<file path="config.mk">
export PLATFORM = sky130hd
export DESIGN_NAME = ccp_fifo
export DESIGN_NICKNAME = d
export VERILOG_FILES = /design/src/hw/rtl/ccp_fifo.sv
export SDC_FILE = /design/constraint.sdc
export NUM_CORES = 1
export LEC_CHECK = 0
export BUFFER_PORTS_ARGS = -buffer_cell sky130_fd_sc_hd__buf_2
export CAP_MARGIN = 10
export CORE_MARGIN = 2
export CORE_UTILIZATION = 53
export CTS_CLUSTER_DIAMETER = 50
export DETAILED_ROUTE_END_ITERATION = 6
export PLACE_DENSITY = 0.72
export SLEW_MARGIN = 20
export SYNTH_ARGS = -nofsm -noshare
export SYNTH_HDL_FRONTEND = slang
export SYNTH_SLANG_ARGS = --single-unit
export TNS_END_PERCENT = 20
</file>
<file path="constraint.sdc">
create_clock -name clk_i -period 2.45 [get_ports clk_i]
set_input_delay 0.1225 -clock clk_i [delete_from_list [all_inputs] [get_ports clk_i]]
set_output_delay 0.1225 -clock clk_i [all_outputs]
set_load 0.01 [all_outputs]
</file>
<file path="src/hw/rtl/ccp_fifo.sv">
// Small ready/valid queue; full throughput, registered output side.
module ccp_fifo #(
  parameter int unsigned Width = 8,
  parameter int unsigned Depth = 4
) (
  input  logic             clk_i,
  input  logic             rst_ni,
  input  logic             in_valid_i,
  output logic             in_ready_o,
  input  logic [Width-1:0] in_data_i,
  output logic             out_valid_o,
  input  logic             out_ready_i,
  output logic [Width-1:0] out_data_o
);
  localparam int unsigned Aw = (Depth > 1) ? $clog2(Depth) : 1;

  logic [Width-1:0] mem_q [Depth];
  logic [Aw-1:0]    wr_q, rd_q;
  logic [Aw:0]      cnt_q;
  logic             push, pop;

  assign in_ready_o  = (cnt_q != Depth[Aw:0]);
  assign out_valid_o = (cnt_q != '0);
  assign out_data_o  = mem_q[rd_q];
  assign push = in_valid_i & in_ready_o;
  assign pop  = out_valid_o & out_ready_i;

  // storage
  always_ff @(posedge clk_i) begin
    if (push) mem_q[wr_q] <= in_data_i;
  end

  // pointers
  always_ff @(posedge clk_i or negedge rst_ni) begin
    if (!rst_ni) begin
      wr_q  <= '0;
      rd_q  <= '0;
      cnt_q <= '0;
    end else begin
      if (push) wr_q <= (wr_q == Aw'(Depth - 1)) ? '0 : wr_q + 1'b1;
      if (pop)  rd_q <= (rd_q == Aw'(Depth - 1)) ? '0 : rd_q + 1'b1;
      cnt_q <= cnt_q + (Aw+1)'(push) - (Aw+1)'(pop);
    end
  end
endmodule

</file>
* Word-level counts from Yosys, hierarchy flattened *
Memory sizes are Yosys's and may differ from the RTL's.
Cells that the tools add are included.

word-level totals
  ROM bits = 0
  output and inout port bits = 10
  word-level logic and storage cells = 18
  flip-flop bits (word level) = 7
  bits of input ports = 12
  bits in latches = 0
  RAM bits = 32
  memories = 1

cells by class
  multiplexer cells = 4
  $lt $le $gt $ge = 0
  reductions and logical operators = 1
  shifts and indexed selects = 0
  multipliers = 0
  $add $sub $neg = 4
  div/mod/pow operators = 0
  bitwise logic cells = 2
  equal/unequal tests = 3

memory list
  name   depth  bits a word  rd ports  clocked after Yosys merged registers in  wr ports  line  RTL
  mem_q  4      8            1         0                                        1         17    logic [Width-1:0] mem_q [Depth];

operators with widths
  cell                                                            number
  2-bit by 1-bit adder with 2-bit output (second input constant)  2
  2-bit equality test (second input constant)                     2
  2-bit 2-to-1 mux                                                2
  3-bit by 1-bit adder with 3-bit output                          1
  3-bit inequality test (second input constant)                   1
  3-bit nonzero test                                              1
  3-bit by 1-bit subtractor with 3-bit output                     1
  1-bit AND                                                       2
  1-bit 2-to-1 mux                                                2

* Longest topological paths before layout *
  word-level depth = 4
  depth in mapped cells = 10
  mapped depth without buffers = 9

* Worst setup path before layout *
No wires, ideal clock.

  path kind = register to register
  start point = reg cnt_q[1]
  end point = reg cnt_q[2]
  required time = 2.326 ns
  stages on the path, launching flop included = 11
  path slack = 0.243 ns
  buffers on the path = 1
  period minus slack after synthesis = 2.207 ns
  arrival = 2.083 ns
  path through = dfrtp_1 > or3b_1 > buf_6 > nand2_1 > ha_1 > inv_1 > ha_1 > inv_1 > fa_1 > xnor2_1 > xnor2_1

between the ends
  cells in the longest elaborated chain, start to end = 4

ends and longest elaborated chain
  what                                         line  RTL
  start, declared                              19    logic [Aw:0] cnt_q;
  start signal, assigned                       42    cnt_q <= cnt_q + (Aw+1)'(push) - (Aw+1)'(pop);
  3-bit inequality test                        22    assign in_ready_o = (cnt_q != Depth[Aw:0]);
  named net in_ready_o                         9     output logic in_ready_o,
  1-bit AND                                    25    assign push = in_valid_i & in_ready_o;
  3-bit by 1-bit adder with 3-bit output       42
  3-bit by 1-bit subtractor with 3-bit output  42

The timed path passes the listed nets, and every way through them passes these cells.
A chain may end at the register's enable or synchronous reset.

* Worst setup path after layout *
  start point = reg cnt_q[1]
  end point = reg cnt_q[2]

between the ends
  cells in the longest elaborated chain, start to end = 4

ends and longest elaborated chain
  what                                           line
  3-bit inequality test                          22
  1-bit AND                                      25
  3-bit by 1-bit adder with 3-bit output         42
  3-bit by 1-bit subtractor with 3-bit output *  42

Mark *: on every way between the ends. The rest lies on a longest branch, timed or not.

==> impl_metrics.env <==
export IMPL_htree_levels=2
export IMPL_dominantRegCellSynth="edfxtp_1"
export IMPL_rr_endpoint="cnt_q[2]$_DFF_PN0_"
export IMPL_drtIter0Drc=16
export IMPL_synthesis_nets=105
export IMPL_hold_path_class="in2async"
export IMPL_worst_r2r_path_depth=9
export IMPL_crit_start="cnt_q[1]$_DFF_PN0_"
export IMPL_clk_pin_slew_worst_paths_ps=110
export IMPL_synth_most_common_cell="edfxtp_1"
export IMPL_wl_per_cell_um=15.7
export IMPL_synth_top_family_by_area="multiplexers"
export IMPL_synth_top_area_frac=0.591
export IMPL_setup_viol=0
export IMPL_synth_xor_area_share=0.0108
export IMPL_layout_drive_gt1_share=0.336
export IMPL_async_flop_share=0.179
export IMPL_synth_distinct_cells=22
export IMPL_synth_edf_count=32
export IMPL_port_buffers=21
export IMPL_worstPathArrival_ps=2510
export IMPL_synthAdderAreaFrac=0.0662
export IMPL_vias=829
export IMPL_seqPwrFrac=0.484
export IMPL_power_density_nw_per_um2=1120
export IMPL_pwr_share_clk=0.204
export IMPL_placed_area_um2=1770
export IMPL_antenna_left=0
export IMPL_cp_required_ps=2730
export IMPL_yosys_area_share_simple=0.0577
export IMPL_clk_latency_ps=350
export IMPL_swShare=0.302
export IMPL_reg2reg_setup_slack_ps=220
export IMPL_ys_ff_latch=39
export IMPL_grt_pass1_vias=798
export IMPL_synth_area_leaders="edfxtp_1 (59%), mux4_2 (11%), dfrtp_1 (11%), ha_1 (5.4%), and3_1 (1.5%)"
export IMPL_ir_drop_mv=0.686
export IMPL_die_h_um=59.4
export IMPL_drv_slew=0
export IMPL_pwr_share_comb=0.311
export IMPL_num_io_pins=22
export IMPL_drc=0
export IMPL_synth_mux_area_frac=0.125
export IMPL_overflow=0
export IMPL_fmax_mhz=448
export IMPL_final_hold_violation_count=0
export IMPL_via_per_inst=5.35
export IMPL_routed_wl_um=2430
export IMPL_critPathLaunchType="flip-flop"
export IMPL_synth_avg_cell_area_um2=19.1
export IMPL_crit_path_end_kind="flip-flop"
export IMPL_rows=20
export IMPL_dieArea_um2=3530
export IMPL_clock_skew_ps=8.71
export IMPL_worst_pin_slew_ps=597
export IMPL_antenna_cells=0
export IMPL_rsz0062_at_grt="false"
export IMPL_synth_seq_area_share=0.699
export IMPL_grt_pass1_wl_um=3680
export IMPL_clock_sinks=39
export IMPL_core_area_um2=2980
export IMPL_p_leak_uw=0.000767
export IMPL_synth_compound_area_frac=0.0154
export IMPL_crit_fanout=7
export IMPL_place_congestion=0.813
export IMPL_status="complete, no violations"
export IMPL_synthTopCellsByCount="edfxtp_1 (32), mux4_2 (8), dfrtp_1 (7), ha_1 (7), inv_1 (6)"
export IMPL_groute_usage_overall=0.159
export IMPL_crit_end="cnt_q[2]$_DFF_PN0_"
export IMPL_numCtsBuffers=5
export IMPL_syn_inst=85
export IMPL_fillerInstances=200
export IMPL_clockBufferDepth=2
export IMPL_tns_ps=0
export IMPL_nets=141
export IMPL_netlist_area_um2=1630
export IMPL_design_area_um2=1940
export IMPL_maxCapViolCount=0
export IMPL_drtPass1Iterations=4
export IMPL_post_cts_buffers=0
export IMPL_critical_path_class="reg2reg"
export IMPL_antenna_found_initial=0
export IMPL_maxSlewHeadroom=0.602
export IMPL_ys_warnings_count=0
export IMPL_fin_crit_ps=2230
export IMPL_net_switching_power_uw=658
export IMPL_grt_max_degree=13
export IMPL_p_int_uw=1520
export IMPL_initial_core_util=0.546
export IMPL_regToRegStartpoint="cnt_q[1]$_DFF_PN0_"
export IMPL_cts_tree="done"
export IMPL_min_period_over_period=0.911
export IMPL_synth_largest_area_cell="edfxtp_1"
export IMPL_areaGrowthSynthToFinish_pct=19.6
export IMPL_die_w_um=59.4
export IMPL_hpwlAfterDp_um=1570
export IMPL_clockRootBuffer="clkbuf_4"
==> cell usage in the layout (no fill, tap or decap) <==
cell type and count:
dlygate4sd3_1 9, buf_4 2, nand2_1 1, mux4_2 8
ha_1 7, or3b_1 1, edfxtp_1 32, nor2_1 1
nor4bb_1 2, inv_1 6, and2_1 1, clkbuf_8 1
fa_1 1, or3_1 1, nor2b_1 2, bufinv_16 1
o31ai_1 1, and3_1 4, xnor2_1 2, clkbuf_4 5
clkinv_2 1, buf_2 21, a211o_1 2, nor3b_1 1
dfrtp_1 7, mux2_2 2
==> layout make-up <==
type                            instances  area (um^2)  area share
Clock buffer                            6         51.3      0.0264
Clock inverter                          2         35.0      0.0180
Inverter                                6         22.5      0.0116
Multi-Input combinational cell         37          447       0.230
Sequential cell                        39         1140       0.585
Tap cell                               33         41.3      0.0212
Timing Repair Buffer                   32          210       0.108
==> power by group through the flow <==
stage | Clock [uW] | Combinational (uW) | Sequential (uW)
floorplan | 0 | 558 | 978
global placement | 0 | 663 | 1070
detailed placement | 0 | 675 | 1080
CTS | 463 | 692 | 1060
global route | 487 | 765 | 1080
finish | 446 | 679 | 1060
==> how the worst min path moves through the flow <==
stage	from	end	cells after the start
CTS	rst_ni	rd_q[1]$_DFFE_PN0P_	2
detailed placement	rst_ni	rd_q[1]$_DFFE_PN0P_	1
floorplan	rst_ni	cnt_q[0]$_DFF_PN0_	0
finish	rst_ni	rd_q[1]$_DFFE_PN0P_	2
global placement	rst_ni	cnt_q[2]$_DFF_PN0_	1
global route	rst_ni	rd_q[1]$_DFFE_PN0P_	2
==> worst max-delay path: stages (launching register included) <==
cell and delay (ps):
dfrtp_1 480, or3b_1 440, nand2_1 90, ha_1 230
inv_1 60, ha_1 130, inv_1 40, fa_1 370
xnor2_1 190, xnor2_1 140
==> state kept, by name (all words and copies together), names as in the netlist <==
name   count
wr_q       2
rd_q       2
mem_q     32
cnt_q      3
==> per-stage QoR <==
step / utilization / std cells / worst slack [ps] / hold slack, ps / total power [uW]
finish: 0.653 / 155 / 218 / 122 / 2180
CTS: 0.653 / 155 / 211 / 105 / 2220
global placement: 0.593 / 138 / 320 / -31.8 / 1730
global route: 0.653 / 155 / 96.8 / 113 / 2340
floorplan: - / 85 / 243 / -173 / 1540
detailed placement: 0.593 / 138 / 278 / -30.5 / 1750
==> routing by layer <==
| layer | track usage | part of all wire |
|---|---|---|
| met3 | 0.0721 | 0.045 |
| met2 | 0.250 | 0.49 |
| met1 | 0.181 | 0.44 |
| met4 | 0.0877 | 0.023 |
| met5 | 0 | 0 |
==> timing repair <==
item,CTS,global route
resized for setup,0,0
hold endpoints to repair,39,0
endpoints found under the setup margin,0,0
hold buffers,9,0
==> logic make-up (layout without fill, tap and decap cells) <==
logic type               Yosys count  in the layout
flip-flops                        39             39
AND/OR/NAND/NOR                   14             14
multiplexers                      10             10
buffers and inverters              9             46
adder cells (fa/ha/maj)            8              8
AO/OA/AOI/OAI                      3              3
XOR/XNOR                           2              2
Power figures use the tool's default switching activity.
