### src/hw/rtl/ccp_front.sv
// Front: differences, squared distance, overlap test. Two stages.
module ccp_front #(
  parameter int unsigned CoordBits = 24
) (
  input  logic                        clk_i,
  input  logic                        rst_ni,
  input  logic                        en_i,
  input  logic                        valid_i,
  input  logic signed [CoordBits-1:0] sx_i,
  input  logic signed [CoordBits-1:0] sy_i,
  input  logic        [CoordBits-2:0] sr_i,
  input  logic signed [CoordBits-1:0] ox_i,
  input  logic signed [CoordBits-1:0] oy_i,
  input  logic        [CoordBits-2:0] or_i,
  output logic                        valid_o,
  output logic                        hit_o,
  output logic signed [CoordBits:0]   dx_o,
  output logic signed [CoordBits:0]   dy_o,
  output logic [2*CoordBits+1:0]      d2_o,
  output logic signed [CoordBits-1:0] sx_o,
  output logic signed [CoordBits-1:0] sy_o,
  output logic        [CoordBits-2:0] sr_o
);
  localparam int unsigned W = CoordBits;

  logic              v1_q, v2_q;
  logic signed [W:0] dx1_q, dy1_q, dx2_q, dy2_q;
  logic [W-1:0]      rs1_q;
  logic [W-1:0]      sx1_q, sy1_q, sx2_q, sy2_q;
  logic [W-2:0]      sr1_q, sr2_q;
  logic [W:0]        ax, ay;
  logic [2*W+1:0]    d2_d, d2_q;
  logic              hit_q;

  always_ff @(posedge clk_i or negedge rst_ni) begin
    if (!rst_ni) begin
      v1_q <= 1'b0;
      v2_q <= 1'b0;
    end else if (en_i) begin
      v1_q <= valid_i;
      v2_q <= v1_q;
    end
  end

  assign ax = dx1_q[W] ? (W+1)'(-dx1_q) : dx1_q;
  assign ay = dy1_q[W] ? (W+1)'(-dy1_q) : dy1_q;
  assign d2_d = (2*W+2)'(ax * ax) + (2*W+2)'(ay * ay);

  always_ff @(posedge clk_i) begin
    if (en_i) begin
      // stage 1: differences and radius sum
      dx1_q <= (W+1)'(ox_i) - (W+1)'(sx_i);
      dy1_q <= (W+1)'(oy_i) - (W+1)'(sy_i);
      rs1_q <= W'(sr_i) + W'(or_i);
      sx1_q <= sx_i;
      sy1_q <= sy_i;
      sr1_q <= sr_i;
      // stage 2: squares and compare
      d2_q  <= d2_d;
      hit_q <= (d2_d != '0) && (d2_d <= (2*W+2)'(rs1_q * rs1_q));
      dx2_q <= dx1_q;
      dy2_q <= dy1_q;
      sx2_q <= sx1_q;
      sy2_q <= sy1_q;
      sr2_q <= sr1_q;
    end
  end

  assign valid_o = v2_q;
  assign hit_o   = hit_q;
  assign dx_o    = dx2_q;
  assign dy_o    = dy2_q;
  assign d2_o    = d2_q;
  assign sx_o    = sx2_q;
  assign sy_o    = sy2_q;
  assign sr_o    = sr2_q;
endmodule

### config.mk
export PLATFORM = sky130hd
export DESIGN_NAME = ccp_front
export DESIGN_NICKNAME = d
export VERILOG_FILES = /design/src/hw/rtl/ccp_front.sv
export SDC_FILE = /design/constraint.sdc
export NUM_CORES = 2
export LEC_CHECK = 0
export BUFFER_PORTS_ARGS = -buffer_cell sky130_fd_sc_hd__buf_2
export CORE_MARGIN = 2
export CORE_UTILIZATION = 45
export DETAILED_ROUTE_END_ITERATION = 10
export PLACE_DENSITY = 0.7
export RECOVER_POWER = 100
export REMOVE_ABC_BUFFERS = 1
export SYNTH_ARGS = -nofsm -noshare
export SYNTH_HDL_FRONTEND = slang
export SYNTH_SLANG_ARGS = --single-unit
export TNS_END_PERCENT = 50
### constraint.sdc
create_clock -name clk_i -period 14.4 [get_ports clk_i]
set_input_delay 2.16 -clock clk_i [delete_from_list [all_inputs] [get_ports clk_i]]
set_output_delay 2.16 -clock clk_i [all_outputs]
set_load 0.005 [all_outputs]
After elaboration in Yosys (flattened, before gate mapping)

Index checks and enable logic that the tools add are counted.

Register bits after elaboration: 319
Input bits: 146
Output and inout bits: 173
Logic and storage cells: 29

Add/subtract/negate cells: 6
Multiply operators: 3
Order comparisons: 1
Mux-type cells: 2
Reductions and logical operators: 2

Operator list:

| operator                                                    | count |
|---|---|
| 25-bit by 25-bit multiplier with 50-bit output              | 2 |
| 50-bit adder                                                | 1 |
| 50-bit by 48-bit less-or-equal comparator with 1-bit output | 1 |
| 25-bit 2-to-1 mux                                           | 2 |
| 25-bit negator                                              | 2 |
| 50-bit nonzero test                                         | 1 |
| 24-bit by 24-bit subtractor with 25-bit output              | 2 |
| 24-bit by 24-bit multiplier with 48-bit output              | 1 |
| 23-bit by 23-bit adder with 24-bit output                   | 1 |
| 1-bit logical AND                                           | 1 |

Longest topological paths before layout

Depth in word-level cells: 6
Depth in mapped cells: 49
Mapped depth without buffers: 47

Worst setup path after synthesis

OpenSTA, ideal clock, no wires.

Path type: register -> register
From: register dy1_q[0]
To: register hit_q (netlist: hit_o), data pin
Arrival time: 11.458 ns
Required time: 14.230 ns
Path slack: 2.773 ns
Stages on the path, launching flop included: 45
Path buffers: 4
Clock period less this slack: 11.627 ns
Path through: edfxtp_1 -> clkinv_1 -> clkbuf_1 -> ha_1 -> nand2b_1 -> or3_1 -> or3_1 -> clkbuf_1 -> o41a_1 -> xor2_1 -> inv_2 -> buf_2 -> nor2_1 -> fa_1 -> fa_1 -> inv_1 -> fa_1 -> fa_1 -> [9 not listed] -> clkbuf_1 -> a21o_1 -> a21o_1 -> a311oi_1 -> nand3b_1 -> o2111a_1 -> a211oi_1 -> ha_1 -> a21o_1 -> a21o_1 -> a21o_1 -> a21o_1 -> a21o_1 -> a21oi_1 -> o211ai_1 -> a21oi_1 -> a21boi_0 -> nor4_2

Longest elaborated chain between the ends: 6
Elaborated cells between the ends (all ways): 7

Ends and longest elaborated chain:

| item                                                                                                      | line | text |
|---|---|---|
| start, declared                                                                                           | 27   | `logic signed [W:0] dx1_q, dy1_q, dx2_q, dy2_q;` |
| start signal, assigned                                                                                    | 53   | `dy1_q <= (W+1)'(oy_i) - (W+1)'(sy_i);` |
| 25-bit negator                                                                                            | 46   | `assign ay = dy1_q[W] ? (W+1)'(-dy1_q) : dy1_q;` |
| 25-bit 2-to-1 mux *                                                                                       | 46   |  |
| 25-bit by 25-bit multiplier with 50-bit output *                                                          | 47   | `assign d2_d = (2*W+2)'(ax * ax) + (2*W+2)'(ay * ay);` |
| 50-bit adder *                                                                                            | 47   |  |
| named net d2_d[35]                                                                                        | 32   | `logic [2*W+1:0] d2_d, d2_q;` |
| 50-bit by 48-bit less-or-equal comparator with 1-bit output / 50-bit nonzero test (equally long branches) | 60   | `hit_q <= (d2_d != '0) && (d2_d <= (2*W+2)'(rs1_q * rs1_q));` |
| 1-bit logical AND *                                                                                       | 60   |  |
| end signal, assigned                                                                                      | 60   |  |
| end, declared                                                                                             | 33   | `logic hit_q;` |

The timed path passes the listed nets; every way through them passes the cells marked *.
A chain may end at the register's enable or synchronous reset.

Worst setup path after layout

From: register dx1_q[0]
To: register hit_q (netlist: hit_o), data pin

Longest elaborated chain between the ends: 6
Elaborated cells between the ends (all ways): 7

Ends and longest elaborated chain:

| item                                                                                                      | line | text |
|---|---|---|
| start, declared                                                                                           | 27   |  |
| start signal, assigned                                                                                    | 52   | `dx1_q <= (W+1)'(ox_i) - (W+1)'(sx_i);` |
| 25-bit negator                                                                                            | 45   | `assign ax = dx1_q[W] ? (W+1)'(-dx1_q) : dx1_q;` |
| 25-bit 2-to-1 mux *                                                                                       | 45   |  |
| 25-bit by 25-bit multiplier with 50-bit output *                                                          | 47   |  |
| 50-bit adder *                                                                                            | 47   |  |
| named net d2_d[43]                                                                                        | 32   |  |
| 50-bit by 48-bit less-or-equal comparator with 1-bit output / 50-bit nonzero test (equally long branches) | 60   |  |
| 1-bit logical AND *                                                                                       | 60   |  |

Marks and branches as above.

==> results.toml <==
[routing]
dr.first_iter.drc_count = 3238
viasPerCell = 5.19
firstDrtPassIters = 5
antenna_left = 0
drt_wl_total_mm = 179
route.vias.total = 46600
drc = 0
wl_per_cell_um = 19.9

[clock_tree]
cts.sink_count = 319
cts_resized = 0
insertion_delay_ns = 0.66
postCtsHoldBufs = 0
cts_root_buf = "clkbuf_16"
path_clk_slew_ns = 0.06
numCtsBuffers = 42
clockBufferDepth = 3
cts_htree_levels = 2
post_cts_buffers = 0
cts_tree = "built"

[yosys]
netlist_area_um2 = 66900
synth_cell_types = 88
syn_avg_cell_area_um2 = 9.98
synth_most_common_cell = "inv_1"
synth_edf_count = 317
yosys-top-cells-area = "fa_1 (44%), edfxtp_1 (14%), ha_1 (12%)"
yosysWarnings = 0
synth_fa_ha_area_share_pct = 56.1
ys_seq_area_share_pct = 14.3
synth_xor_area_share_pct = 2.76
synth.mux.area_fraction_pct = 0.223
netlist.area_leader.share_pct = 43.7
synth_top_family_by_area = "adder cells"
yosys-top-cells-count = "inv_1 (2010), fa_1 (1461), ha_1 (661)"
synth_flop_cell = "edfxtp_1"
synth_compound_area_share_pct = 5.17
synth-simple-area-share_pct = 9.20
synth_seq_cells = 319
synth_cells = 6704
synth_top_area_cell = "fa_1"
async_reset_ff_share_pct = 0.627

[final_layout]
fin_nets = 9286
fin_cells = 8983
syn_to_final_growth_pct = 8.01
drive_above_1_share_pct = 4.69

[sta]
fmax_mhz = 73.6
fin_setup_tns_ns = 0
max_slew_margin_pct = -325
clock_skew_ns = 0.0443
rsz0062_at_grt = "false"
drv_slew = 211
worst_pin_slew_ns = 6.38
fin_crit_ns = 13.58
finalWorstSetupSlack_ns = 0.819
hold_viol_final = 0
fin_crit_sh_pct = 94.3
finalSetupViolCount = 0

[global_route]
grt_pass1_vias = 51300
grt_max_degree = 142
grt_pass1_wl_mm = 282
grt_overflow = 0
antenna_found_initial = 10
grtUsageTotal_pct = 24.3

[placement]
pre_cts_slack_ns = 1.23
post-place-cells = 8904
gp_congestion = 0.972
hpwl_mm = 153
portBuffers = 318

[setup_path]
r2r_slack_ns = 0.82
crit_top_cell = "fa_1"
setup.worst_path.start_class = "flop"
worstPathArrival_ns = 14.02
end_kind = "flop"
critPathRequiredTime_ns = 14.84
cpPeakStageDelay_ns = 1.02
critPathTopFamily = "adder cells"
crit_path_top_delay_cell = "clkbuf_1"
path_buf_inv = 7
cp_max_fo = 18
path_class = "flop to flop"

[floorplan]
die-height_um = 390
die_w_um = 390
pin_count = 319
floorplan.die_area_um2 = 152000
initial_core_util_pct = 45.3
num_rows = 141
core_um2 = 148000

[outcome]
violations = "capacitance limit, slew limit"
status = "complete, but fails checks"

[worst_hold_path]
hold_class = "flop to flop"

[flow_run]
drv_cap = 3
==> logic make-up after synthesis <==
| kind of cell | after synthesis |
|---|---|
| xor gates and xnor gates | 207 |
| muxes | 14 |
| buffers and inverters | 2179 |
| DFF | 319 |
| adders and majority gates | 2122 |
| other | 2 |
| and+or+nand+nor | 1341 |
| AOI/OAI and AO/OA | 520 |
==> sequential cells by signal, indices dropped and copies added (netlist names) <==
name     flops
dy_o        25
sy1_q       24
rs1_q       24
hit_o        1
d2_o        50
sx_o        24
sr_o        23
sy_o        24
v1_q         1
dx_o        25
dx1_q       25
sr1_q       23
sx1_q       24
valid_o      1
dy1_q       25
==> per-stage QoR <==
stage | area (um2) | hold slack, ns | utilization [%]
detailed placement | 71000 | 0.405 | 48.1
floorplan | 66400 | 0.400 | -
global placement | 71000 | 0.401 | 48.1
finish | 72300 | 0.415 | 48.9
CTS | 72500 | 0.417 | 49.1
global route | 72200 | 0.419 | 48.9
==> layer usage <==
layer / wire length [um] / vias up / GRT usage, %
met5: 42 / - / 0
met4: 7040 / 6 / 8.26
met3: 15400 / 355 / 5.21
met2: 86800 / 1676 / 40.8
met1: 69500 / 23900 / 31.2
li1: - / 20700 / -
==> layout make-up <==
| type | instances | area, um2 |
|---|---|---|
| Clock inverter | 29 | 395 |
| Timing Repair Buffer | 389 | 1900 |
| Fill cell | 13600 | 75400 |
| Multi-Input combinational cell | 4241 | 49300 |
| Antenna cell | 1 | 2.50 |
| Inverter | 2025 | 7600 |
| Clock buffer | 49 | 1080 |
| Sequential cell | 319 | 9570 |
| Tap cell | 1930 | 2410 |
==> cells in the final DEF, fill, tap and decap left out, drive strengths merged, types with 31 or more instances in the layout <==
cell	count
inv	2027
and2	161
clkbuf	224
buf	214
nand3	34
xnor2	124
nand2b	31
nor3	54
nor2	374
ha	661
edfxtp	317
a21oi	141
xor2	83
fa	1461
o21ai	96
conb	37
a21o	84
nand2	523
==> worst paths after layout <==
| check | depth (start not counted) | end | from |
|---|---|---|---|
| min | 0 | sy_o[12] | sy1_q[12] |
| max reg2reg | 41 | hit_o | dx1_q[0] |
| max in group asynchronous | 1 | v1_q | rst_ni |
| min reg2reg | 0 | sy_o[12] | sy1_q[12] |
| min in group asynchronous | 1 | v1_q | rst_ni |
| max | 41 | hit_o | dx1_q[0] |
Power is left out: the tool's default activity adds up to more than one toggle a clock period on the data nets, which glitch-free logic cannot reach.
